### config.mk
export PLATFORM = sky130hd
export DESIGN_NAME = hppc_ctrl
export DESIGN_NICKNAME = d
export VERILOG_FILES = /design/src/rtl/core/hppc_pkg.sv /design/src/rtl/core/hppc_ctrl.sv
export SDC_FILE = /design/constraint.sdc
export NUM_CORES = 1
export LEC_CHECK = 0
export BUFFER_PORTS_ARGS = -buffer_cell sky130_fd_sc_hd__buf_2
export CAP_MARGIN = 25
export CORE_AREA = 3 3 46 48
export CTS_BUF_LIST = sky130_fd_sc_hd__clkbuf_8 sky130_fd_sc_hd__clkbuf_16
export DETAILED_ROUTE_END_ITERATION = 10
export DIE_AREA = 0 0 49 51
export GPL_TIMING_DRIVEN = 0
export MAX_ROUTING_LAYER = met4
export PLACE_DENSITY = 0.63
export SLEW_MARGIN = 20
export SYNTH_ARGS = -nofsm -noshare
export SYNTH_HDL_FRONTEND = slang
export SYNTH_SLANG_ARGS = --single-unit
### constraint.sdc
create_clock -name clk -period 3.75 [get_ports clk]
set_clock_uncertainty 0.05 [all_clocks]
set_input_delay 0.1875 -clock clk [delete_from_list [all_inputs] [get_ports clk]]
set_output_delay 0.1875 -clock clk [all_outputs]
set_load 0.01 [all_outputs]
### src/rtl/core/hppc_pkg.sv
// Shared widths, codes and types for the heater power PI controller.
`timescale 1ns / 1ps
`default_nettype none

package hppc_pkg;

  // Field widths of the input beat, result beat and registers
  localparam int ACT_W      = 2;
  localparam int SETV_W     = 16;
  localparam int TEMP_W     = 12;
  localparam int METER_W    = 15;
  localparam int TPWR_W     = 14;
  localparam int PCT_W      = 7;
  localparam int MODE_W     = 2;
  localparam int GAIN_W     = 16;
  localparam int ILIM_W     = 15;
  localparam int WATT_W     = 14;
  localparam int INTEG_W    = 16;
  localparam int ERR_W      = TEMP_W + 1;
  localparam int CFG_IDX_W  = 3;
  localparam int CFG_DATA_W = 16;

  // Arithmetic constants
  localparam int PCT_FULL       = 100;
  localparam int METER_STEP     = 5;
  localparam int METER_TOL_MUL  = 20;
  localparam int MTOL_W         = METER_W + 5;
  localparam int PI_FRAC        = 12;
  localparam int PROD_W         = GAIN_W + 1 + INTEG_W;
  localparam int SUM_W          = PROD_W + 1;
  localparam int DIV_QBITS      = PCT_W;
  localparam int DIV_QCNT_W     = $clog2(DIV_QBITS);
  localparam int DIVR_W         = WATT_W + DIV_QBITS;

  // Reset values of registers
  localparam int DEF_MAX_WATTS  = 3000;

  // Default timing parameters
  localparam int DEF_WINDOW_TICKS = 100;
  localparam int DEF_LOOP_TICKS   = 1000;
  localparam int DEF_METER_TICKS  = 2000;

  typedef enum logic [ACT_W-1:0] {
    ACT_TICK     = 2'd0,
    ACT_SET_PCT  = 2'd1,
    ACT_SET_WATT = 2'd2
  } action_t;

  typedef enum logic [MODE_W-1:0] {
    MODE_MANUAL = 2'd0,
    MODE_PI     = 2'd1,
    MODE_METER  = 2'd2
  } mode_t;

  typedef enum logic [CFG_IDX_W-1:0] {
    CFG_MODE      = 3'd0,
    CFG_GAIN_P    = 3'd1,
    CFG_GAIN_I    = 3'd2,
    CFG_ILIM      = 3'd3,
    CFG_OUT_MIN   = 3'd4,
    CFG_OUT_MAX   = 3'd5,
    CFG_TARGET    = 3'd6,
    CFG_MAX_WATTS = 3'd7
  } cfg_idx_t;

  // Datapath operations issued by the controller
  typedef enum logic [3:0] {
    OP_NONE     = 4'd0,
    OP_LATCH    = 4'd1,
    OP_SET_PCT  = 4'd2,
    OP_TICK     = 4'd3,
    OP_DIV_INIT = 4'd4,
    OP_DIV_STEP = 4'd5,
    OP_DIV_END  = 4'd6,
    OP_MUL_P    = 4'd7,
    OP_MUL_I    = 4'd8,
    OP_SUM      = 4'd9,
    OP_PI_END   = 4'd10,
    OP_EMIT     = 4'd11
  } dp_op_t;

  typedef struct packed {
    dp_op_t op;
  } dp_cmd_t;

  typedef struct packed {
    logic [ACT_W-1:0] action;
    logic             pi_go;
    logic             out_free;
  } dp_status_t;

  typedef struct packed {
    logic [ACT_W-1:0]         action;
    logic [SETV_W-1:0]        set_value;
    logic                     run_enable;
    logic signed [TEMP_W-1:0] temperature;
    logic                     sensor_ok;
    logic [METER_W-1:0]       meter_power_w;
    logic [TPWR_W-1:0]        target_power_w;
  } in_item_t;

  typedef struct packed {
    logic             heater_on;
    logic [PCT_W-1:0] power_percent;
    logic             loop_updated;
    logic             sensor_fault;
  } out_item_t;

  typedef struct packed {
    logic                  we;
    logic [CFG_IDX_W-1:0]  index;
    logic [CFG_DATA_W-1:0] data;
  } cfg_wr_t;

endpackage

`default_nettype wire

### src/rtl/core/hppc_ctrl.sv
// Sequencer that walks each beat through the datapath operations.
`timescale 1ns / 1ps
`default_nettype none

module hppc_ctrl import hppc_pkg::*; (
  input  logic       clk,
  input  logic       rst_n,
  input  logic       in_accept,
  input  dp_status_t status,
  output logic       in_ready,
  output dp_cmd_t    cmd
);

  typedef enum logic [8:0] {
    S_IDLE    = 9'b000000001,
    S_DECODE  = 9'b000000010,
    S_DIV     = 9'b000000100,
    S_DIV_END = 9'b000001000,
    S_MUL_P   = 9'b000010000,
    S_MUL_I   = 9'b000100000,
    S_SUM     = 9'b001000000,
    S_PI_END  = 9'b010000000,
    S_EMIT    = 9'b100000000
  } ctrl_state_t;

  ctrl_state_t           state_r, state_nxt;
  logic [DIV_QCNT_W-1:0] div_cnt_r, div_cnt_nxt;

  // Next state and operation select
  always_comb begin
    state_nxt   = state_r;
    div_cnt_nxt = div_cnt_r;
    cmd.op      = OP_NONE;
    unique case (state_r)
      S_IDLE: begin
        if (in_accept) begin
          cmd.op    = OP_LATCH;
          state_nxt = S_DECODE;
        end
      end
      S_DECODE: begin
        unique case (status.action)
          ACT_TICK: begin
            cmd.op    = OP_TICK;
            state_nxt = status.pi_go ? S_MUL_P : S_EMIT;
          end
          ACT_SET_PCT: begin
            cmd.op    = OP_SET_PCT;
            state_nxt = S_EMIT;
          end
          ACT_SET_WATT: begin
            cmd.op      = OP_DIV_INIT;
            div_cnt_nxt = '0;
            state_nxt   = S_DIV;
          end
          default: begin
            state_nxt = S_EMIT;
          end
        endcase
      end
      S_DIV: begin
        // one quotient bit per cycle
        cmd.op = OP_DIV_STEP;
        if (div_cnt_r == DIV_QCNT_W'(DIV_QBITS - 1)) begin
          state_nxt = S_DIV_END;
        end else begin
          div_cnt_nxt = div_cnt_r + DIV_QCNT_W'(1);
        end
      end
      S_DIV_END: begin
        cmd.op    = OP_DIV_END;
        state_nxt = S_EMIT;
      end
      S_MUL_P: begin
        cmd.op    = OP_MUL_P;
        state_nxt = S_MUL_I;
      end
      S_MUL_I: begin
        cmd.op    = OP_MUL_I;
        state_nxt = S_SUM;
      end
      S_SUM: begin
        cmd.op    = OP_SUM;
        state_nxt = S_PI_END;
      end
      S_PI_END: begin
        cmd.op    = OP_PI_END;
        state_nxt = S_EMIT;
      end
      S_EMIT: begin
        // hold until the result register is free
        if (status.out_free) begin
          cmd.op    = OP_EMIT;
          state_nxt = S_IDLE;
        end
      end
      default: begin
        state_nxt = S_IDLE;
      end
    endcase
  end

  always_ff @(posedge clk) begin
    if (!rst_n) begin
      state_r   <= S_IDLE;
      div_cnt_r <= '0;
    end else begin
      state_r   <= state_nxt;
      div_cnt_r <= div_cnt_nxt;
    end
  end

  assign in_ready = (state_r == S_IDLE);

endmodule

`default_nettype wire

**After elaboration in Yosys (flattened, before gate mapping)**

Index checks and enable logic that the tools add are counted.

- Register bits: 12
- Input bits: 7
- Output and inout port bits: 5
- Logic and storage cells: 38

- Add/sub/neg operators: 1
- Eq/ne operators: 17
- Muxes and demuxes: 13
- Reductions and logical operators: 5

Operator list:

| operator | count |
|---|---|
| one-hot mux 9 bit (8 select lines) | 1 |
| two-way mux 9 bit | 4 |
| one-hot mux 4 bit (9 select lines) | 1 |
| one-hot mux 9 bit (2 select lines) | 1 |
| inequality test 2 bit, second input constant | 5 |
| equality test 9 x 1 -> 1 bit, second input constant | 1 |
| equality test 9 x 2 -> 1 bit, second input constant | 1 |
| equality test 9 x 3 -> 1 bit, second input constant | 1 |
| equality test 9 x 4 -> 1 bit, second input constant | 1 |
| equality test 9 x 5 -> 1 bit, second input constant | 1 |
| equality test 9 x 6 -> 1 bit, second input constant | 1 |
| equality test 9 x 7 -> 1 bit, second input constant | 1 |
| equality test 9 x 8 -> 1 bit, second input constant | 1 |
| equality test 9 bit, second input constant | 1 |
| one-hot mux 3 bit (3 select lines) | 1 |
| two-way mux 3 bit | 2 |
| one-hot mux 3 bit (2 select lines) | 1 |
| AND reduction 3 bit | 2 |
| two-way mux 4 bit | 1 |
| adder 3 x 1 -> 3 bit, second input constant | 1 |
| equality test 3 bit, second input constant | 1 |
| equality test 2 x 1 -> 1 bit, second input constant | 1 |
| equality test 2 bit, second input constant | 1 |
| zero test 2 bit | 1 |
| 3 further kinds | 3 |

**Logic depth before layout (Yosys ltp)**

- Depth after elaboration: 3
- Depth in mapped cells: 6
- Mapped depth without buffers: 6

**Least setup slack after synthesis**

OpenSTA, ideal clock, no wires.

- Kind: reg2out
- Start point: register state_r[6]
- End point: output port cmd[0] (netlist bit)
- Data arrival time: 1.346 ns
- Slack: 2.166 ns
- Cell stages (with the launch flop): 6
- Buffers on the path: 1
- Cells stage by stage: dfxtp_1 -> buf_2 -> nor4_4 -> nand3_2 -> or3_1 -> nand4b_1

RTL lines:

| item | RTL line | text |
|---|---|---|
| from (decl) | hppc_ctrl.sv:26 | `ctrl_state_t state_r, state_nxt;` |
| from (signal assigned) | hppc_ctrl.sv:108 | `state_r <= state_nxt;` |
| to (decl) | hppc_ctrl.sv:11 | `output dp_cmd_t cmd` |

==> impl_metrics.py <==
metrics = {
    "outcome": {
        "status": "finished clean",
    },
    "clock_tree": {
        "ctsHoldBuffers": 0,
        "cts_buffers": 3,
        "cts_root_buffer": "clkbuf_8",
        "cts_resized": 0,
        "cts.htree.levels": 1,
        "path_clk_slew_ns": 0.06,
        "cts.sinks": 12,
        "post_cts_buffers": 0,
        "insertion_delay_ns": 0.24,
        "cts_buffer_depth": 2,
        "tritoncts": "built",
    },
    "setup_path": {
        "regToRegSetupSlack_ns": 2.01,
        "r2r-end": "state_r[7]$_SDFFE_PN0P_",
        "crit_slowest_cell": "nor4_4",
        "critical_path_class": "flip-flop to output port",
        "max_stage_delay_ns": 0.40,
        "rr_worst_depth": 4,
        "crit_fanout": 6,
        "cp.arrival_ns": 1.86,
        "rr_startpoint": "state_r[1]$_SDFFE_PN0P_",
        "crit_buf_inv": 2,
        "crit_path_end": "cmd[0]",
        "cp-start-kind": "flip-flop",
        "crit_chain": "buf_2 > nor4_4 > nand3_2 > or3_1 > nand4b_1 > buf_2",
        "worstSetupEndpointType": "output port",
        "critical_path.top_delay_family": "simple AND/OR/NAND/NOR gates",
        "cp_data_required_time_ns": 3.51,
        "crit_top_cell": "buf_2",
        "crit_start": "state_r[6]$_SDFFE_PN0P_",
        "cp.depth": 6,
    },
    "layout": {
        "diodes": 0,
        "final_util_pct": 53.0,
        "nNetsFinal": 119,
        "syn2layout_area_growth_pct": 18.0,
        "final_cells": 134,
        "drive_gt1_share_pct": 24.8,
    },
    "logic_synthesis": {
        "synth_edf_count": 0,
        "syn-mean-instance-area_sq_um": 8.35,
        "ys_ff_latch": 12,
        "synth-seq-area-share_pct": 30.6,
        "yosys_warnings": 0,
        "yosys-top-cells-count": "dfxtp_1 (12), nor2_1 (12), nand4_1 (8), nand2_1 (6)",
        "synth-main-ff-cell": "dfxtp_1",
        "syn_area_sq_um": 785,
        "synth_fp_nets": 103,
        "yosysUniqueCellTypes": 37,
        "yosysTopAreaCellShare_pct": 30.6,
        "synthCells": 94,
        "ys_top_cells_by_area": "dfxtp_1 (31%), nand4_1 (6.4%), nor2_1 (5.7%)",
        "ys_async_sr_fraction_pct": 0,
        "synth_top_area_cell": "dfxtp_1",
    },
    "timing": {
        "rsz0062_at_grt": "no",
        "worst_pin_slew_ns": 0.519,
        "fin_crit_ns": 2.10,
        "final.period_utilization_pct": 56.0,
        "slew_violations": 0,
        "max_clock_freq_mhz": 476,
        "relSlewSlack_pct": 65.1,
        "timing.final.hold_violations": 0,
        "hold_slack_ns": 0.118,
        "setup_viol": 0,
        "tns_ns": 0,
    },
    "detailed_routing": {
        "drc": 0,
        "via_per_inst": 5.58,
        "via_count": 748,
        "drtPass1Iterations": 4,
        "routedWlPerCell_um": 13.9,
        "first_iter_violations": 20,
        "wirelength_um": 1860,
        "ant_nets": 0,
    },
    "placement": {
        "hpwlAfterDp_um": 1410,
        "numPortBuffers": 11,
        "place_inst": 130,
        "gp_congestion": 0.878,
    },
    "power": {
        "power_leakage_nw": 0.419,
        "vdd_drop_max_mv": 0.225,
        "power_density_mw_per_mm2": 344,
    },
    "global_route": {
        "gr-usage-all-layers_pct": 16.9,
        "grt.met2_usage_pct": 27.4,
        "grt_pass1_wl_um": 3160,
        "grt_use_met1_pct": 20.3,
        "grt_pass1_vias": 726,
        "grtUsageMet3_pct": 2.92,
        "grt_start_max_net_pins": 11,
        "busiest_layer": "met2",
        "grt_overflow": 0,
        "antenna_found_initial": 0,
    },
    "die": {
        "rows": 15,
        "die_y_um": 51,
        "die-area_sq_mm": 0.00250,
        "core_area_sq_mm": 0.00175,
        "start_util_pct": 44.9,
        "die_w_um": 49,
        "io_pins": 12,
    },
    "flow_run": {
        "maxCapViolations": 0,
    },
    "hold_path": {
        "whs_path_depth": 3,
        "worstHoldStart": "status[1]",
        "hold_class": "input pin to flip-flop",
    },
}
layout make-up:
type	count	area, sq um
Tap cell	25	31.3
Fill cell	179	820
Timing Repair Buffer	11	55.1
Sequential cell	12	240
Multi-Input combinational cell	75	513
Buffer	4	20.0
Clock buffer	4	55.1
Inverter	3	11.3
tightest hold or removal path, stage by stage:
cell	delay, ns
buf_2	0.10
nand2_1	0.05
nor2_1	0.03
per-stage QoR:
| step | setup WS, ns | total power [mW] | cell area [sq um] |
|---|---|---|---|
| 2_1_floorplan | 2.17 | 0.161 | 785 |
| 3_3_place_gp | 1.95 | 0.174 | 871 |
| 3_5_place_dp | 1.93 | 0.175 | 871 |
| 4_1_cts | 1.67 | 0.319 | 926 |
| 5_1_grt | 1.56 | 0.329 | 926 |
| 6_report | 1.65 | 0.319 | 926 |
report_power, final:
part,switching [mW],internal [mW]
Sequential,0.00524,0.130
Clock,0.0528,0.0930
Combinational,0.0207,0.0170
Total,0.0787,0.240
cells by family (layout without fill, tap and decap cells):
| logic type | after synthesis | count (layout) | synth area share [%] |
|---|---|---|---|
| and+or+nand+nor | 56 | 56 | 45.9 |
| AOI/OAI and AO/OA | 12 | 12 | 10.7 |
| DFF | 12 | 12 | 30.6 |
| buffers and inverters | 7 | 22 | 3.99 |
| xor gates and xnor gates | 5 | 5 | 5.58 |
| adders and majority gates | 2 | 2 | 3.19 |
metal layers:
layer	wire length [um]	part of all wire, %
met5	0	0
met4	48	2.6
met3	69	3.7
met2	860	46
met1	884	47
layout by cell type, fill, tap and decap left out, types with 3 or more instances in the layout:
master,Yosys,layout
buf_2,4,15
nor2_1,12,12
dfxtp_1,12,12
nand4_1,8,8
nand2_1,6,6
nor2b_1,5,5
nand3_1,5,5
xnor2_1,4,4
clkbuf_8,0,4
inv_1,3,3
and3_1,3,3
nor3_1,3,3
how the worst min path moves through the flow:
stage                                    to  slack, ns
floorplan           state_r[4]$_SDFFE_PN0P_       0.25
global placement    state_r[4]$_SDFFE_PN0P_       0.37
detailed placement  state_r[4]$_SDFFE_PN0P_       0.37
CTS                 state_r[4]$_SDFFE_PN0P_       0.12
global route        state_r[4]$_SDFFE_PN0P_       0.14
finish              state_r[4]$_SDFFE_PN0P_       0.12
flip-flops by register name, summed over array words and instances, names as in the netlist:
register and count:
div_cnt_r 3, state_r 9
Power figures use the tool's default switching activity.
