--- config.mk ---
export PLATFORM = sky130hd
export DESIGN_NAME = hppc_dp
export DESIGN_NICKNAME = d
export VERILOG_FILES = /design/src/rtl/core/hppc_pkg.sv /design/src/rtl/core/hppc_dp.sv
export SDC_FILE = /design/constraint.sdc
export NUM_CORES = 2
export LEC_CHECK = 0
export ABC_AREA = 1
export BUFFER_PORTS_ARGS = -buffer_cell sky130_fd_sc_hd__buf_2
export CAP_MARGIN = 25
export CORE_MARGIN = 3
export CORE_UTILIZATION = 40
export CTS_BUF_LIST = sky130_fd_sc_hd__clkbuf_8
export DETAILED_ROUTE_END_ITERATION = 12
export GPL_ROUTABILITY_DRIVEN = 1
export MAX_ROUTING_LAYER = met4
export PLACE_DENSITY = 0.58
export SYNTH_ARGS = -nofsm -noshare
export SYNTH_HDL_FRONTEND = slang
export SYNTH_SLANG_ARGS = --single-unit
--- constraint.sdc ---
create_clock -name clk -period 9.8 [get_ports clk]
set_input_delay 0.98 -clock clk [delete_from_list [all_inputs] [get_ports clk]]
set_output_delay 0.98 -clock clk [all_outputs]
set_load 0.02 [all_outputs]
--- src/rtl/core/hppc_pkg.sv ---
// Shared widths, codes and types for the heater power PI controller.
`timescale 1ns / 1ps
`default_nettype none

package hppc_pkg;

  // Field widths of the input beat, result beat and registers
  localparam int ACT_W      = 2;
  localparam int SETV_W     = 16;
  localparam int TEMP_W     = 12;
  localparam int METER_W    = 15;
  localparam int TPWR_W     = 14;
  localparam int PCT_W      = 7;
  localparam int MODE_W     = 2;
  localparam int GAIN_W     = 16;
  localparam int ILIM_W     = 15;
  localparam int WATT_W     = 14;
  localparam int INTEG_W    = 16;
  localparam int ERR_W      = TEMP_W + 1;
  localparam int CFG_IDX_W  = 3;
  localparam int CFG_DATA_W = 16;

  // Arithmetic constants
  localparam int PCT_FULL       = 100;
  localparam int METER_STEP     = 5;
  localparam int METER_TOL_MUL  = 20;
  localparam int MTOL_W         = METER_W + 5;
  localparam int PI_FRAC        = 12;
  localparam int PROD_W         = GAIN_W + 1 + INTEG_W;
  localparam int SUM_W          = PROD_W + 1;
  localparam int DIV_QBITS      = PCT_W;
  localparam int DIV_QCNT_W     = $clog2(DIV_QBITS);
  localparam int DIVR_W         = WATT_W + DIV_QBITS;

  // Reset values of registers
  localparam int DEF_MAX_WATTS  = 3000;

  // Default timing parameters
  localparam int DEF_WINDOW_TICKS = 100;
  localparam int DEF_LOOP_TICKS   = 1000;
  localparam int DEF_METER_TICKS  = 2000;

  typedef enum logic [ACT_W-1:0] {
    ACT_TICK     = 2'd0,
    ACT_SET_PCT  = 2'd1,
    ACT_SET_WATT = 2'd2
  } action_t;

  typedef enum logic [MODE_W-1:0] {
    MODE_MANUAL = 2'd0,
    MODE_PI     = 2'd1,
    MODE_METER  = 2'd2
  } mode_t;

  typedef enum logic [CFG_IDX_W-1:0] {
    CFG_MODE      = 3'd0,
    CFG_GAIN_P    = 3'd1,
    CFG_GAIN_I    = 3'd2,
    CFG_ILIM      = 3'd3,
    CFG_OUT_MIN   = 3'd4,
    CFG_OUT_MAX   = 3'd5,
    CFG_TARGET    = 3'd6,
    CFG_MAX_WATTS = 3'd7
  } cfg_idx_t;

  // Datapath operations issued by the controller
  typedef enum logic [3:0] {
    OP_NONE     = 4'd0,
    OP_LATCH    = 4'd1,
    OP_SET_PCT  = 4'd2,
    OP_TICK     = 4'd3,
    OP_DIV_INIT = 4'd4,
    OP_DIV_STEP = 4'd5,
    OP_DIV_END  = 4'd6,
    OP_MUL_P    = 4'd7,
    OP_MUL_I    = 4'd8,
    OP_SUM      = 4'd9,
    OP_PI_END   = 4'd10,
    OP_EMIT     = 4'd11
  } dp_op_t;

  typedef struct packed {
    dp_op_t op;
  } dp_cmd_t;

  typedef struct packed {
    logic [ACT_W-1:0] action;
    logic             pi_go;
    logic             out_free;
  } dp_status_t;

  typedef struct packed {
    logic [ACT_W-1:0]         action;
    logic [SETV_W-1:0]        set_value;
    logic                     run_enable;
    logic signed [TEMP_W-1:0] temperature;
    logic                     sensor_ok;
    logic [METER_W-1:0]       meter_power_w;
    logic [TPWR_W-1:0]        target_power_w;
  } in_item_t;

  typedef struct packed {
    logic             heater_on;
    logic [PCT_W-1:0] power_percent;
    logic             loop_updated;
    logic             sensor_fault;
  } out_item_t;

  typedef struct packed {
    logic                  we;
    logic [CFG_IDX_W-1:0]  index;
    logic [CFG_DATA_W-1:0] data;
  } cfg_wr_t;

endpackage

`default_nettype wire

--- src/rtl/core/hppc_dp.sv ---
// Datapath: registers, timers, shared multiplier, serial divider, result register.
`timescale 1ns / 1ps
`default_nettype none

module hppc_dp import hppc_pkg::*; #(
  parameter int WINDOW_TICKS = DEF_WINDOW_TICKS,
  parameter int LOOP_TICKS   = DEF_LOOP_TICKS,
  parameter int METER_TICKS  = DEF_METER_TICKS
) (
  input  logic       clk,
  input  logic       rst_n,
  input  in_item_t   in_item,
  input  cfg_wr_t    cfg,
  input  dp_cmd_t    cmd,
  input  logic       out_ready,
  output dp_status_t status,
  output logic       out_valid,
  output out_item_t  out_item
);

  localparam int PH_W = (WINDOW_TICKS > 1) ? $clog2(WINDOW_TICKS) : 1;
  localparam int LT_W = $clog2(LOOP_TICKS + 1);
  localparam int MT_W = $clog2(METER_TICKS + 1);
  localparam int ON_W = $clog2(WINDOW_TICKS * PCT_FULL + 1);

  // Configuration registers
  logic [MODE_W-1:0]        mode_r;
  logic [GAIN_W-1:0]        gain_p_r, gain_i_r;
  logic [ILIM_W-1:0]        ilim_r;
  logic [PCT_W-1:0]         out_min_r, out_max_r;
  logic signed [TEMP_W-1:0] target_r;
  logic [WATT_W-1:0]        max_w_r;
  logic                     integ_clear;

  // Working state
  in_item_t                  item_r;
  logic [PCT_W-1:0]          power_r, power_nxt;
  logic signed [INTEG_W-1:0] integ_r, integ_nxt;
  logic [LT_W-1:0]           loop_timer_r, loop_timer_nxt;
  logic [MT_W-1:0]           meter_timer_r, meter_timer_nxt;
  logic [PH_W-1:0]           phase_r, phase_nxt;
  logic signed [ERR_W-1:0]   err_r, err_nxt;
  logic signed [PROD_W-1:0]  prod_r, prod_nxt;
  logic signed [SUM_W-1:0]   sum_r, sum_nxt;
  logic [DIVR_W-1:0]         rem_r, rem_nxt, divs_r, divs_nxt;
  logic [DIV_QBITS-1:0]      q_r, q_nxt;
  logic                      upd_r, upd_nxt, fault_r, fault_nxt;
  logic                      out_valid_r, out_valid_nxt;
  out_item_t                 out_item_r, out_item_nxt;

  // Combinational helpers
  logic [LT_W-1:0]             lt_inc;
  logic [MT_W-1:0]             mt_inc;
  logic                        pi_due, meter_due;
  logic signed [ERR_W-1:0]     err_c;
  logic signed [INTEG_W:0]     integ_sum, lim_pos, lim_neg, integ_clamp;
  logic signed [METER_W:0]     meter_diff;
  logic [METER_W-1:0]          meter_abs;
  logic                        meter_big, meter_low;
  logic [PCT_W-1:0]            pwr_up, pwr_dn;
  logic signed [GAIN_W:0]      mul_a;
  logic signed [INTEG_W-1:0]   mul_b;
  logic signed [PROD_W-1:0]    prod_c;
  logic signed [SUM_W-1:0]     pi_lo, pi_hi;
  logic [PCT_W-1:0]            pi_raw, pi_pct;
  logic [WATT_W-1:0]           watt_c;
  logic                        div_ge;
  logic [PCT_W-1:0]            set_pct;
  logic [ON_W-1:0]             on_prod, ph_prod;

  // Configuration writes, with the integral clear on gain, output limit, setpoint and PI mode writes
  always_ff @(posedge clk) begin
    if (!rst_n) begin
      mode_r    <= MODE_MANUAL;
      gain_p_r  <= '0;
      gain_i_r  <= '0;
      ilim_r    <= '0;
      out_min_r <= '0;
      out_max_r <= PCT_W'(PCT_FULL);
      target_r  <= '0;
      max_w_r   <= WATT_W'(DEF_MAX_WATTS);
    end else if (cfg.we) begin
      unique case (cfg.index)
        CFG_MODE:      mode_r    <= cfg.data[MODE_W-1:0];
        CFG_GAIN_P:    gain_p_r  <= cfg.data[GAIN_W-1:0];
        CFG_GAIN_I:    gain_i_r  <= cfg.data[GAIN_W-1:0];
        CFG_ILIM:      ilim_r    <= cfg.data[ILIM_W-1:0];
        CFG_OUT_MIN:   out_min_r <= cfg.data[PCT_W-1:0];
        CFG_OUT_MAX:   out_max_r <= cfg.data[PCT_W-1:0];
        CFG_TARGET:    target_r  <= $signed(cfg.data[TEMP_W-1:0]);
        CFG_MAX_WATTS: max_w_r   <= cfg.data[WATT_W-1:0];
        default: ;
      endcase
    end
  end

  assign integ_clear = cfg.we &&
    ((cfg.index == CFG_GAIN_P) || (cfg.index == CFG_GAIN_I) ||
     (cfg.index == CFG_OUT_MIN) || (cfg.index == CFG_OUT_MAX) ||
     (cfg.index == CFG_TARGET) ||
     ((cfg.index == CFG_MODE) && (cfg.data[MODE_W-1:0] == MODE_PI)));

  // Timer advance and due checks for the latched beat
  assign lt_inc = (loop_timer_r < LT_W'(LOOP_TICKS)) ? loop_timer_r + LT_W'(1) : loop_timer_r;
  assign mt_inc = (meter_timer_r < MT_W'(METER_TICKS)) ? meter_timer_r + MT_W'(1)
                                                       : meter_timer_r;
  assign pi_due    = item_r.run_enable && (mode_r == MODE_PI) && (lt_inc == LT_W'(LOOP_TICKS));
  assign meter_due = item_r.run_enable && (mode_r == MODE_METER) &&
                     (mt_inc == MT_W'(METER_TICKS));

  // Error and clamped integral
  assign err_c     = $signed({target_r[TEMP_W-1], target_r}) -
                     $signed({item_r.temperature[TEMP_W-1], item_r.temperature});
  assign integ_sum = $signed({integ_r[INTEG_W-1], integ_r}) +
                     $signed({{(INTEG_W + 1 - ERR_W){err_c[ERR_W-1]}}, err_c});
  assign lim_pos   = $signed({{(INTEG_W + 1 - ILIM_W){1'b0}}, ilim_r});
  assign lim_neg   = -lim_pos;

  always_comb begin
    priority if (integ_sum < lim_neg) begin
      integ_clamp = lim_neg;
    end else if (integ_sum > lim_pos) begin
      integ_clamp = lim_pos;
    end else begin
      integ_clamp = integ_sum;
    end
  end

  // Meter comparison and five-percent steps
  assign meter_diff = $signed({1'b0, item_r.meter_power_w}) -
                      $signed({{(METER_W + 1 - TPWR_W){1'b0}}, item_r.target_power_w});
  assign meter_abs  = meter_diff[METER_W] ? METER_W'(-meter_diff) : meter_diff[METER_W-1:0];
  assign meter_big  = (MTOL_W'(meter_abs) * MTOL_W'(METER_TOL_MUL)) >
                      MTOL_W'(item_r.target_power_w);
  assign meter_low  = meter_diff[METER_W];
  assign pwr_up = (power_r > PCT_W'(PCT_FULL - METER_STEP)) ? PCT_W'(PCT_FULL)
                                                            : power_r + PCT_W'(METER_STEP);
  assign pwr_dn = (power_r < PCT_W'(METER_STEP)) ? '0 : power_r - PCT_W'(METER_STEP);

  // Shared multiplier: proportional term first, integral term second
  assign mul_a  = $signed({1'b0, (cmd.op == OP_MUL_P) ? gain_p_r : gain_i_r});
  assign mul_b  = (cmd.op == OP_MUL_P) ?
                  $signed({{(INTEG_W - ERR_W){err_r[ERR_W-1]}}, err_r}) : integ_r;
  assign prod_c = mul_a * mul_b;

  // Output clamp of the PI sum (scaled by 4096)
  assign pi_lo = $signed({{(SUM_W - PCT_W - PI_FRAC){1'b0}}, out_min_r, {PI_FRAC{1'b0}}});
  assign pi_hi = $signed({{(SUM_W - PCT_W - PI_FRAC){1'b0}}, out_max_r, {PI_FRAC{1'b0}}});

  always_comb begin
    priority if (sum_r < pi_lo) begin
      pi_raw = out_min_r;
    end else if (sum_r > pi_hi) begin
      pi_raw = out_max_r;
    end else begin
      pi_raw = sum_r[PI_FRAC+PCT_W-1:PI_FRAC];
    end
  end

  assign pi_pct = (pi_raw > PCT_W'(PCT_FULL)) ? PCT_W'(PCT_FULL) : pi_raw;

  // Watt request: clamp, then restoring divide one bit a cycle
  assign watt_c = (item_r.set_value > SETV_W'(max_w_r)) ? max_w_r
                                                        : item_r.set_value[WATT_W-1:0];
  assign div_ge = (rem_r >= divs_r);

  assign set_pct = (item_r.set_value > SETV_W'(PCT_FULL)) ? PCT_W'(PCT_FULL)
                                                          : item_r.set_value[PCT_W-1:0];

  // Relay: on while phase < WINDOW*pct/100, compared without a divide
  assign on_prod = ON_W'(WINDOW_TICKS) * ON_W'(power_r);
  assign ph_prod = ON_W'(PCT_FULL) * (ON_W'(phase_r) + ON_W'(1));

  // Next values per operation
  always_comb begin
    power_nxt       = power_r;
    integ_nxt       = integ_r;
    loop_timer_nxt  = loop_timer_r;
    meter_timer_nxt = meter_timer_r;
    phase_nxt       = phase_r;
    err_nxt         = err_r;
    prod_nxt        = prod_r;
    sum_nxt         = sum_r;
    rem_nxt         = rem_r;
    divs_nxt        = divs_r;
    q_nxt           = q_r;
    upd_nxt         = upd_r;
    fault_nxt       = fault_r;
    out_valid_nxt   = out_valid_r && !out_ready;
    out_item_nxt    = out_item_r;
    unique case (cmd.op)
      OP_NONE: ;
      OP_LATCH: begin
        upd_nxt   = 1'b0;
        fault_nxt = 1'b0;
      end
      OP_SET_PCT: begin
        power_nxt = set_pct;
      end
      OP_TICK: begin
        loop_timer_nxt  = pi_due ? '0 : lt_inc;
        meter_timer_nxt = (!pi_due && meter_due) ? '0 : mt_inc;
        if (pi_due) begin
          if (item_r.sensor_ok) begin
            integ_nxt = integ_clamp[INTEG_W-1:0];
            err_nxt   = err_c;
            upd_nxt   = 1'b1;
          end else begin
            fault_nxt = 1'b1;
          end
        end else if (meter_due) begin
          upd_nxt = 1'b1;
          if (meter_big) begin
            power_nxt = meter_low ? pwr_up : pwr_dn;
          end
        end
      end
      OP_DIV_INIT: begin
        rem_nxt  = DIVR_W'(watt_c) * DIVR_W'(PCT_FULL);
        divs_nxt = DIVR_W'({max_w_r, {(DIV_QBITS - 1){1'b0}}});
        q_nxt    = '0;
      end
      OP_DIV_STEP: begin
        rem_nxt  = div_ge ? rem_r - divs_r : rem_r;
        q_nxt    = {q_r[DIV_QBITS-2:0], div_ge};
        divs_nxt = divs_r >> 1;
      end
      OP_DIV_END: begin
        if (max_w_r == '0) begin
          power_nxt = '0;
        end else begin
          power_nxt = (q_r > DIV_QBITS'(PCT_FULL)) ? PCT_W'(PCT_FULL) : q_r;
        end
      end
      OP_MUL_P: begin
        prod_nxt = prod_c;
      end
      OP_MUL_I: begin
        sum_nxt  = SUM_W'(prod_r);
        prod_nxt = prod_c;
      end
      OP_SUM: begin
        sum_nxt = sum_r + SUM_W'(prod_r);
      end
      OP_PI_END: begin
        power_nxt = pi_pct;
      end
      OP_EMIT: begin
        out_valid_nxt              = 1'b1;
        out_item_nxt.heater_on     = (on_prod >= ph_prod);
        out_item_nxt.power_percent = power_r;
        out_item_nxt.loop_updated  = upd_r;
        out_item_nxt.sensor_fault  = fault_r;
        if (item_r.action == ACT_TICK) begin
          phase_nxt = (phase_r == PH_W'(WINDOW_TICKS - 1)) ? '0 : phase_r + PH_W'(1);
        end
      end
      default: ;
    endcase
    if (integ_clear) begin
      integ_nxt = '0;
    end
  end

  // Control state
  always_ff @(posedge clk) begin
    if (!rst_n) begin
      power_r       <= '0;
      integ_r       <= '0;
      loop_timer_r  <= '0;
      meter_timer_r <= '0;
      phase_r       <= '0;
      out_valid_r   <= 1'b0;
    end else begin
      power_r       <= power_nxt;
      integ_r       <= integ_nxt;
      loop_timer_r  <= loop_timer_nxt;
      meter_timer_r <= meter_timer_nxt;
      phase_r       <= phase_nxt;
      out_valid_r   <= out_valid_nxt;
    end
  end

  // Payload and working registers
  always_ff @(posedge clk) begin
    if (cmd.op == OP_LATCH) begin
      item_r <= in_item;
    end
    err_r      <= err_nxt;
    prod_r     <= prod_nxt;
    sum_r      <= sum_nxt;
    rem_r      <= rem_nxt;
    divs_r     <= divs_nxt;
    q_r        <= q_nxt;
    upd_r      <= upd_nxt;
    fault_r    <= fault_nxt;
    out_item_r <= out_item_nxt;
  end

  assign status.action   = item_r.action;
  assign status.pi_go    = pi_due && item_r.sensor_ok;
  assign status.out_free = !out_valid_r || out_ready;
  assign out_valid       = out_valid_r;
  assign out_item        = out_item_r;

endmodule

`default_nettype wire

# Word level (Yosys, flattened, before mapping)
# Index checks and enable logic that the tools add are counted.
[op_classes]
reduce_logical = 41
muxes = 37
add_sub_neg = 13
n_eq_ne = 32
div_mod_pow = 0
n_lt_le_gt_ge = 15
shift = 0
multipliers = 5
bitwise = 1
[op_table]
columns = ["cell", "n"]
rows = [
  ["7-bit 2-to-1 mux", 13],
  ["21-bit one-hot mux with 2 select lines", 2],
  ["34-bit one-hot mux with 2 select lines", 1],
  ["16-bit 2-to-1 mux", 4],
  ["34-bit by 33-bit adder with 34-bit output", 1],
  ["34-bit by 20-bit > comparator with 1-bit output", 1],
  ["34-bit by 20-bit less-than comparator with 1-bit output", 1],
  ["17-bit by 16-bit multiplier with 33-bit output", 1],
  ["7-bit one-hot mux with 4 select lines", 1],
  ["11-bit 2-to-1 mux", 2],
  ["21-bit greater-or-equal comparator", 1],
  ["7-bit > comparator, second input constant", 3],
  ["21-bit 2-to-1 mux", 1],
  ["21-bit subtractor", 1],
  ["20-bit by 14-bit > comparator with 1-bit output", 1],
  ["10-bit 2-to-1 mux", 2],
  ["2-bit AND reduction", 10],
  ["14-bit by 5-bit multiplier with 19-bit output, second input constant", 1],
  ["15-bit by 3-bit multiplier with 18-bit output, second input constant", 1],
  ["16-bit by 13-bit adder with 17-bit output", 1],
  ["17-bit by 16-bit > comparator with 1-bit output", 1],
  ["17-bit less-than comparator", 1],
  ["15-bit negation with 17-bit output", 1],
  ["4-bit by 3-bit equality test with 1-bit output, second input constant", 4],
  ["other kinds (47)", 88],
]
[word_totals]
register_bits = 343
n_memories = 0
ram_bits = 0
elab_cells = 177
output_inout_bits = 15
input_bits = 88
latch_bits = 0
romBits = 0

# Longest topological paths before layout
[depth]
depth_word = 9
depth_mapped = 42
ltp_nobuf = 41

# Least setup slack after synthesis
# No wires, ideal clock.
[synth_path]
kind = "input to register"
startpoint = "in cmd[2] in the netlist's numbering"
endpoint = "reg prod_r[21] (data pin)"
setup_ns = 0.258
n_path_buf = 3
stages = 32
slack_ns = 2.432
t_required_ns = 9.542
t_arrival_ns = 7.110
path_cell_list = "inv_1 > nor2_1 > inv_1 > nor2_1 > inv_1 > clkbuf_1 > buf_1 > nand2_1 > o21ai_0 > clkbuf_1 > nand2_1 > fa_1 > inv_1 > fa_1 > inv_1 > fa_1 > inv_1 > fa_1 > inv_1 > fa_1 > inv_1 > fa_1 > ha_1 > nand2_1 > nor2_1 > inv_1 > nor3_1 > a21oi_1 > o21ai_0 > inv_1 > o21a_1 > xnor2_1"
[synth_between]
elab_chain_cells = 3
word_cells_on_any_way = 4
cone_classes = "mul (1); eq/ne (1); mux (2)"
[synth_rtl]
columns = ["item", "line_no", "rtl"]
rows = [
  ["from (decl)", "hppc_dp.sv:14", "input dp_cmd_t cmd,"],
  ["4-bit by 3-bit equality test with 1-bit output (*)", "hppc_dp.sv:141, hppc_dp.sv:142", ""],
  ["16-bit 2-to-1 mux (on tied branches)", "hppc_dp.sv:141, hppc_dp.sv:142", ""],
  ["17-bit by 16-bit multiplier with 33-bit output (*)", "hppc_dp.sv:144", "assign prod_c = mul_a * mul_b;"],
  ["via prod_c[21]", "hppc_dp.sv:63", "logic signed [PROD_W-1:0] prod_c;"],
  ["to (signal assigned)", "hppc_dp.sv:290", "prod_r <= prod_nxt;"],
  ["to (decl)", "hppc_dp.sv:43", "logic signed [PROD_W-1:0] prod_r, prod_nxt;"],
]
# Mark *: on every way through the listed nets, which the timed path passes. The rest lies on a longest branch.
# A chain may end at the register's enable or synchronous reset.

# Worst setup path in the final report
[layout_path]
startpoint = "in cmd[0] in the netlist's numbering"
endpoint = "reg prod_r[21] (data pin)"
# The elaborated chain is that of the path after synthesis.

==> results by group <==
Layout
  – Area Overhead vs Synth: 9.85%
  – Final #Nets: 5121
  – Commonest non-fill, non-tap cell in the layout: nand2_1
  – Leading cell types in the layout, fill and taps excluded: nand2_1, inv_1, ha_1
  – Core Util, Final: 0.447
  – Layout cells sized above 1: 0.0766

Floorplanning
  – Chip Height: 296 um
  – Die ar.: 0.0876 mm^2
  – Initial Util: 0.407
  – Site row count: 105
  – Die W: 296 um
  – I/O pins: 103
  – Core box area: 0.0826 mm^2

Synthesis
  – Seq cells post-synth: 342
  – Sequential share of the synthesized area: 0.263
  – Syn nets: 4986
  – Mapped cell area: 0.0336 mm^2
  – Post-synth EDFFs: 201
  – Unique masters post-synth: 62
  – Post-synthesis cell count: 4248
  – Post-Syn Area per Cell: 7.92 um^2
  – Top FF cell, synth: edfxtp_1
  – Warning count from the yosys run: 0
  – Ys async rst share: 0

Timing
  – Setup Viol. Count Final: 0
  – Max transition margin: 0.347
  – Period utilisation layout: 0.817
  – Worst slew pin tran: 969 ps
  – Final hold vios: 0
  – RSZ-0062 raised after global routing: false
  – Setup_tns: 0 ps
  – Highest Clock Rate: 125 MHz
  – Final worst path period need: 8000 ps
  – Slew Viols, Final: 0
  – Final Skew: 42.3 ps

Clocking
  – PostCTS Resize Cnt: 0
  – Clock Sink Count: 342
  – Later-pin clock latency in the skew report: 680 ps
  – Cts bufs inserted: 70
  – Clock root cell: clkbuf_8
  – Hold Buf Count CTS: 0
  – CTS tree: built
  – H-tree Lvls: 3
  – Max Buffers Root-to-Sink: 3
  – Setup Buffers After CTS: 0
  – Worst-path clk slew: 50 ps

Global routing
  – Largest net degree at the start of global routing: 59
  – GRT Total Usage: 0.224
  – Initial antenna violation count: 7
  – Grt ovf: 0
  – Vias in the first global route: 27946
  – First-pass GRT wire length: 150000 um

Drt
  – WL/cell: 16.9 um
  – Antenna-violating nets left: 0
  – DRT Wirelength: 93400 um
  – Iter 0 DRT Violations: 1747
  – Drt pass-1 iters: 5
  – DRC: 0
  – Via Count: 28127
  – Drt via density: 5.10

Placed design
  – Input/output buffers: 102
  – Routability cong.: 0.922
  – Hpwl dp: 74100 um

Status
  – Run status: complete, no violations

Setup path
  – CP required: 10180 ps
  – Crit path DAT: 8380 ps
  – Worst Setup End Kind: register
  – Startpoint Class: input pin
  – Crit path kind: input pin to register
  – Crit-path max FO: 48

Power
  – Peak supply drop: 101 uV
  – Power density cells: 114 mW/mm^2
  – Power, Total: 4.23 mW
  – Pleak: 18.1 nW

Job
  – Max-Cap Viols: 0

Min path
  – Worst min-delay path category: register to register
==> worst max-delay path, stage by stage <==
cell and delay, ps:
buf_2 250, nand2_1 110, nor2_1 500, inv_1 120
buf_4 300, o21ai_0 610, inv_1 500, nand2_1 200
fa_1 410, inv_1 90, fa_1 410, inv_1 90
fa_1 470, fa_1 480, fa_1 540, inv_1 50
fa_1 470, ha_1 410, nand2_1 110, nor2_1 110
inv_1 60, nor3_1 200, a21oi_1 140, o21ai_0 350
inv_1 80, o21a_1 180, xnor2_1 140
==> Yosys cell counts, types with 5 or more instances <==
master | instances | share of area
nand2_2 | 5 | 0.00093
nand2_1 | 849 | 0.095
o21ai_0 | 276 | 0.041
inv_1 | 732 | 0.082
nand4_1 | 34 | 0.0063
inv_2 | 7 | 0.00078
a21oi_2 | 19 | 0.0049
clkbuf_1 | 72 | 0.0080
nand3_1 | 132 | 0.020
nor2_1 | 367 | 0.041
nor3_2 | 6 | 0.0018
edfxtp_1 | 201 | 0.18
nand3b_1 | 8 | 0.0018
dfxtp_1 | 141 | 0.084
a31oi_1 | 18 | 0.0033
o21a_1 | 11 | 0.0025
xnor2_1 | 55 | 0.014
ha_1 | 436 | 0.16
o21ai_2 | 7 | 0.0018
a21o_1 | 18 | 0.0040
o21ai_1 | 34 | 0.0051
clkinv_1 | 6 | 0.00067
a21oi_1 | 289 | 0.043
or2_2 | 23 | 0.0043
nor4_1 | 12 | 0.0022
nor3_1 | 53 | 0.0079
fa_1 | 214 | 0.13
a21boi_0 | 7 | 0.0016
o31ai_1 | 6 | 0.0013
o211ai_1 | 13 | 0.0029
xor2_1 | 113 | 0.029
buf_2 | 6 | 0.00089
o21bai_1 | 14 | 0.0031
==> path summary, 6_finish.rpt <==
kind	startpoint	endpoint	slack (ps)	cells past startpoint
worst max-delay path	cmd[0]	prod_r[21]	1800	27
worst min-delay path	fault_r	out_item[0]	420	0
worst max register to register	item_r[30]	integ_r[10]	2540	34
worst min register to register	fault_r	out_item[0]	420	0
==> flip-flops by register name (all words and copies together), names as in the netlist, 10 cells and up <==
signal,cells
divs_r,20
err_r,13
gain_i_r,16
gain_p_r,16
ilim_r,15
integ_r,16
item_r,59
loop_timer_r,10
max_w_r,14
meter_timer_r,11
out_item,10
prod_r,33
rem_r,21
sum_r,34
target_r,12
==> final cells by class <==
cell class,instances,area (um^2)
multi-input cells,3071,21600
repair buffers,152,923
inverters,746,2800
clock inverters,47,270
well taps,1070,1340
diodes,6,15.0
flip-flops and latches,342,8860
fillers,8369,45700
clock buffers,81,1110
==> metal layers <==
layer,up-vias,global-route usage,part of all wire
li1,14086,-,-
met1,13267,0.301,0.47
met2,638,0.358,0.45
met3,136,0.0296,0.056
met4,0,0.0583,0.024
met5,-,-,0
==> metrics by stage <==
stage | std cells | setup WS (ps) | hold WS, ps | cell area (um^2)
finish | 5515 | 1800 | 425 | 36900
global route | 5512 | 1390 | 433 | 36900
CTS | 5508 | 1970 | 422 | 36900
detailed placement | 5380 | 1300 | 406 | 35500
global placement | 5377 | 828 | 403 | 35500
floorplan | 4248 | 2430 | 400 | 33600
==> cells by family (layout without fill, tap and decap cells) <==
family	after synthesis	in the layout	synth area share
and+or+nand+nor	1510	1510	0.186
buffers and inverters	835	1026	0.0947
AOI/OAI and AO/OA	741	741	0.122
adders and majority gates	650	650	0.290
DFF	342	342	0.263
xor gates and xnor gates	169	169	0.0442
muxes	1	1	0.000298
other	0	6	0
==> power by group <==
| part | switching [mW] | internal [mW] |
|---|---|---|
| combinational | 0.696 | 0.405 |
| clock | 0.703 | 0.811 |
| sequential | 0.0327 | 1.58 |
Note: power is estimated with default switching activity, not from simulation.
